File: config.mk
export PLATFORM = sky130hd
export DESIGN_NAME = hcbp_ctrl
export DESIGN_NICKNAME = d
export VERILOG_FILES = /design/src/rtl/hcbp_pkg.sv /design/src/rtl/hcbp_ctrl.sv
export SDC_FILE = /design/constraint.sdc
export NUM_CORES = 1
export LEC_CHECK = 0
export BUFFER_PORTS_ARGS = -buffer_cell sky130_fd_sc_hd__buf_2
export CAP_MARGIN = 0
export CORE_AREA = 2 2 39 41
export CTS_CLUSTER_SIZE = 24
export DETAILED_ROUTE_END_ITERATION = 8
export DIE_AREA = 0 0 41 43
export PLACE_DENSITY_LB_ADDON = 0.05
export SLEW_MARGIN = 10
export SYNTH_ARGS = -nofsm -noshare
export SYNTH_HDL_FRONTEND = slang
export SYNTH_SLANG_ARGS = --single-unit
File: constraint.sdc
create_clock -name clock -period 1.7 [get_ports clock]
set_clock_uncertainty 0.05 [all_clocks]
set_input_delay 0.085 -clock clock [delete_from_list [all_inputs] [get_ports clock]]
set_output_delay 0.085 -clock clock [all_outputs]
set_load 0.03 [all_outputs]
File: src/rtl/hcbp_pkg.sv
// ----------------------------------------------------------------------------
// Huffman code bit packer package
// Shared constants, command codes and controller/datapath interface types.
// ----------------------------------------------------------------------------
`default_nettype none

package hcbp_pkg;

   localparam int MAX_CODE_LEN = 32;
   localparam int SYMBOL_COUNT = 256;

   localparam int SYMBOL_W = 8;
   localparam int CODE_W   = 32;
   localparam int LEN_W    = 6;
   localparam int CMD_W    = 2;
   localparam int BYTE_W   = 8;
   localparam int PEND_W   = BYTE_W - 1;
   localparam int CNT_W    = 3;
   localparam int BUF_W    = CODE_W + BYTE_W;
   localparam int TOTAL_W  = 6;
   localparam int ENTRY_W  = CODE_W + LEN_W;
   localparam int SYM_AW   = $clog2(SYMBOL_COUNT);
   localparam int REQ_W    = 48;

   localparam logic [CMD_W-1:0] CMD_LOAD   = 2'd0;
   localparam logic [CMD_W-1:0] CMD_ENCODE = 2'd1;
   localparam logic [CMD_W-1:0] CMD_FLUSH  = 2'd2;

   typedef struct packed {
      logic write_entry;
      logic read_entry;
      logic merge;
      logic pop;
      logic finish;
      logic flush_out;
   } dp_cmd_type;

   typedef struct packed {
      logic out_free;
      logic has_byte;
      logic last_byte;
      logic pending_nonzero;
   } dp_status_type;

endpackage

`default_nettype wire

File: src/rtl/hcbp_ctrl.sv
// ----------------------------------------------------------------------------
// Huffman code bit packer controller
// Sequences table loads, lookups, byte emission and flushes.
// ----------------------------------------------------------------------------
`default_nettype none

module hcbp_ctrl (
   input  wire logic                         clock,
   input  wire logic                         reset,
   input  wire logic                         req_tvalid,
   output logic                              req_tready,
   input  wire logic [hcbp_pkg::CMD_W-1:0]   req_command,
   input  wire hcbp_pkg::dp_status_type      status,
   output hcbp_pkg::dp_cmd_type              cmd
);

   typedef enum logic [3:0] {
      ST_IDLE   = 4'b0001,
      ST_LOOKUP = 4'b0010,
      ST_EMIT   = 4'b0100,
      ST_FLUSH  = 4'b1000
   } state_type;

   state_type state_ff;
   state_type state_in;
   logic      accept;

   assign req_tready = (state_ff == ST_IDLE);
   assign accept     = req_tvalid & req_tready;

   always_comb begin
      state_in = state_ff;
      cmd      = '0;
      unique case (state_ff)
         ST_IDLE: begin
            if (accept) begin
               unique case (req_command)
                  hcbp_pkg::CMD_LOAD: begin
                     cmd.write_entry = 1'b1;
                  end
                  hcbp_pkg::CMD_ENCODE: begin
                     cmd.read_entry = 1'b1;
                     state_in       = ST_LOOKUP;
                  end
                  hcbp_pkg::CMD_FLUSH: begin
                     if (status.pending_nonzero) begin
                        state_in = ST_FLUSH;
                     end
                  end
                  default: begin
                     state_in = ST_IDLE;
                  end
               endcase
            end
         end
         ST_LOOKUP: begin
            cmd.merge = 1'b1;
            state_in  = ST_EMIT;
         end
         ST_EMIT: begin
            if (!status.has_byte) begin
               cmd.finish = 1'b1;
               state_in   = ST_IDLE;
            end else if (status.out_free) begin
               cmd.pop = 1'b1;
               if (status.last_byte) begin
                  cmd.finish = 1'b1;
                  state_in   = ST_IDLE;
               end
            end
         end
         ST_FLUSH: begin
            if (status.out_free) begin
               cmd.flush_out = 1'b1;
               state_in      = ST_IDLE;
            end
         end
         default: begin
            state_in = ST_IDLE;
         end
      endcase
   end

   always_ff @(posedge clock) begin
      if (reset) begin
         state_ff <= ST_IDLE;
      end else begin
         state_ff <= state_in;
      end
   end

endmodule

`default_nettype wire

Yosys cells after proc, flatten, opt, wreduce, memory -nomap -nowiden
Index checks and enable logic that the tools add are counted.
{"block": "word_totals", "regBits": 4, "inputBits": 9, "rom_bits": 0, "output_inout_bits": 7, "mem_count": 0, "latch_bits": 0, "elab_cells": 36, "ram_bits": 0}
{"block": "classes", "muxes": 20, "n_bitwise": 1, "div_mod_pow": 0, "order_cmp": 0, "multipliers": 0, "n_reduce_logical": 2, "shifts": 0, "eq_ne": 12, "n_addsub": 0}
{"cell": "4-bit two-way mux", "count": 6}
{"cell": "4-bit case mux with 4 select lines", "count": 1}
{"cell": "4-bit case mux with 3 select lines", "count": 1}
{"cell": "3-bit != test, second input constant", "count": 3}
{"cell": "1-bit two-way mux", "count": 8}
{"cell": "2-bit two-way mux", "count": 4}
{"cell": "6-bit AND reduction", "count": 1}
{"cell": "4-bit by 1-bit == test with 1-bit output, second input constant", "count": 1}
{"cell": "4-bit by 2-bit == test with 1-bit output, second input constant", "count": 1}
{"cell": "4-bit by 3-bit == test with 1-bit output, second input constant", "count": 1}
{"cell": "4-bit == test, second input constant", "count": 1}
{"cell": "2-bit != test, second input constant", "count": 2}
{"cell": "2-bit by 1-bit == test with 1-bit output, second input constant", "count": 1}
{"cell": "2-bit == test, second input constant", "count": 1}
{"cell": "2-bit zero test", "count": 1}
{"cell": "2-bit by 1-bit != test with 1-bit output, second input constant", "count": 1}
{"cell": "1-bit AND", "count": 1}

Depth between registers and ports, before layout
{"block": "logic_depth", "word_depth": 4, "mapped_depth": 6, "ltp_nobuf": 6}

Least setup slack after synthesis
Ideal clock, no wire load.
{"block": "synth_path", "kind": "register to register", "startpoint": "reg state_ff[1]", "endpoint": "reg state_ff[0]", "stages_incl_launch_ff": 5, "path_slack_ps": 38, "setup_ps": 117, "n_path_buf": 0, "t_required_ps": 1533, "synth_period_minus_slack_ps": 1662, "arrival_ps": 1495, "path_cell_list": "dfxtp_1 -> nand2b_1 -> nor3_1 -> a21oi_1 -> o22a_1"}
{"block": "synth_between", "elab_chain_cells": 4, "elab_cells_between_ends": 13, "classes_between": "10 x eq/ne; 1 x mux; 1 x bitwise; 1 x reduce/logical"}
{"element": "start, declared", "line_no": "hcbp_ctrl.sv:24", "source": "state_type state_ff;"}
{"element": "start signal, assigned", "line_no": "hcbp_ctrl.sv:88", "source": "state_ff <= state_in;"}
{"element": "4-bit by 1-bit == test with 1-bit output", "line_no": "hcbp_ctrl.sv:28, hcbp_ctrl.sv:34"}
{"element": "1-bit AND", "line_no": "hcbp_ctrl.sv:29", "source": "assign accept = req_tvalid & req_tready;"}
{"element": "2-bit by 1-bit != test with 1-bit output (no source line)"}
{"element": "6-bit AND reduction (no source line)"}
Several ways; a longest one is shown, not always the timed one.
A chain may end at the register's enable or synchronous reset.

==> metrics <==
outcome completed; layout cell share with drive strength beyond 1 49.06%; Period minus WS final 1.584 ns; Switching Share 27.52%; worst vdd ir 0.0003266 V; clock share of power 38.6%; Max clock buf depth 2; area fraction of the dominant cell type after synthesis 24.33%; Req. time, crit path 1.56 ns; total die area 0.001763 mm2; top cells by area, synth dfxtp_1 (24%), ha_1 (11%), nor4b_2 (9.1%), nor4b_4 (7.2%), and3_2 (4.6%); IO Port Bufs 15; post-route antenna net violation count 0; number of hold buffers added after CTS 0; Regs by FF count state_ff x4; area leader, netlist dfxtp_1; row count 14; initial antenna violation count 0; CP startpoint kind register; hold path startpoint reset; combinational power share 24.9%; fin nets 67; Worst-Skew Late Latency 0.22 ns; Cell Area, Synth 329.1 um2; commonest non-fill, non-tap cells in the layout buf_2 (15), dfxtp_1 (4), inv_1 (3), ha_1 (3), clkbuf_4 (3); Die Width 41 um; CP cell instances nor4b_4 -> and3_2 -> buf_2; CTS buffer count 3; commonest non-fill, non-tap cell in the layout buf_2; fmax 0.6314 GHz; overall power 287.8 uW; largest register by flop count state_ff; Slew headroom 73.87%; Post-Route WL 729 um; Final Hold Viols 0; WL met2 402 um; GRT overflow 0; Area Growth Syn to Fin 35.74%; Starting Density 23.78%; crit path from state_ff[3]$_SDFFE_PP0P_; vias in the first global route 328; Reg power frac 36.5%; buffer count from post-CTS setup fixing 0; first-pass GRT wire length 1.304 mm; FF+latch count, synth 4; DRT iter0 DRCs 8; max incr delay on CP 0.45 ns; worst slew pin tran 0.3902 ns; PwrDens 644.4 mW/mm2; detailed-placement wirelength estimate 633.8 um; Critical Path AT 1.45 ns; Die H 43 um; post-synthesis cell type count 22; core region area 0.001384 mm2; critical path capture point type primary output; Root Buffer clkbuf_4; # DRC 0; largest net degree at the start of global routing 8; CP max FO 7; max-slew violation count 0; setup tns final 0 ns; Sink Count 4; FF-to-FF Start state_ff[3]$_SDFFE_PP0P_; met3 wire length 18 um; P_leak 0.0002254 uW; max_cap viols 0; crit path kind register to primary output; yosys synthesis warning count 0; Post-CTS Resized 0; Synthesized Nets 47; Total GRT Usage 10.64%; Via density 4.580; # setup viols final 0; first drt pass iteration count 4; crit path buf inv count 1; WL/cell 10.57 um; Pint 208.6 uW; sequential area share after synthesis 24.33%; RSZ-0062 raised after global routing no; Met1 Wirelength 308 um; Mapped Avg Cell Area 9.402 um2; CP delay by family, top simple AND/OR/NAND/NOR gates; switching power 79.20 uW; max reg flops 4; antenna diode count 0; clk slew on worst S/H paths 0.04 ns; Top Layer Used met3; I/O pins 16; vias 316; RePlAce Congestion 0.7276; H-tree depth 1; Final Cycle Share 93.16%; CP max-delay cell nor4b_4; worst hold path type input pin to register; CTS tree built; Post-Synthesis Cells 35
routing by layer:
metal	vias to the layer above	global-route usage (%)
met5	-	0
met4	0	4.000
met3	0	3.141
met2	6	16.56
met1	145	13.18
li1	165	-
power by group through the flow:
stage               combinational (uW)  clock, uW  sequential, uW
finish                            71.7        111             105
global route                      80.4        122             106
CTS                               72.4        116             105
detailed placement                71.8          0             106
global placement                  71.1          0             106
floorplan                         49.0          0             105
worst paths after layout:
path / endpoint / slack, ns / depth (start not counted)
worst max-delay path: cmd[5] / 0.12 / 3
worst min-delay path: state_ff[2]$_SDFFE_PP0P_ / 0.03 / 2
worst max register to register: state_ff[0]$_SDFFE_PP1P_ / 0.37 / 4
worst min register to register: state_ff[2]$_SDFFE_PP0P_ / 0.51 / 1
area by class of cell:
| class | count | area, um2 |
|---|---|---|
| Multi-Input combinational cell | 28 | 237.7 |
| Timing Repair Buffer | 15 | 75.07 |
| Sequential cell | 4 | 80.08 |
| Clock buffer | 3 | 22.52 |
| Tap cell | 16 | 20.02 |
| Inverter | 3 | 11.26 |
| Fill cell | 149 | 937.1 |
synth_stat cells:
cell       n
nand2_2    1
dfxtp_1    4
nor3_1     1
and2b_1    1
inv_1      3
nor2_1     1
nor4b_4    1
nor2b_1    2
and2_1     1
a2111oi_0  1
nand2_1    2
nand2b_1   2
and3_2     2
o22a_1     1
a21boi_2   1
ha_1       3
o2bb2ai_1  1
and3_1     1
o21ai_2    1
a21oi_1    2
nand3b_1   1
nor4b_2    2
through the flow:
| stage | area (um2) | util [%] | std cells | hold WS, ns | setup WS (ns) |
|---|---|---|---|---|---|
| global placement | 424.2 | 30.65 | 66 | 0.2552 | 0.3695 |
| finish | 446.7 | 32.28 | 69 | 0.02538 | 0.1162 |
| global route | 446.7 | 32.28 | 69 | 0.02421 | 0.005051 |
| CTS | 446.7 | 32.28 | 69 | 0.01583 | 0.09896 |
| floorplan | 329.1 | - | 35 | 0.1181 | 0.03849 |
| detailed placement | 424.2 | 30.65 | 66 | 0.2561 | 0.3473 |
logic make-up (layout without fill, tap and decap cells):
| family | Yosys count | in the layout | synth area share [%] |
|---|---|---|---|
| buffers and inverters | 3 | 21 | 3.422 |
| and+or+nand+nor | 18 | 18 | 43.73 |
| DFF | 4 | 4 | 24.34 |
| AOI/OAI and AO/OA | 7 | 7 | 17.11 |
| adders and majority gates | 3 | 3 | 11.41 |
Note: power is estimated with default switching activity, not from simulation.
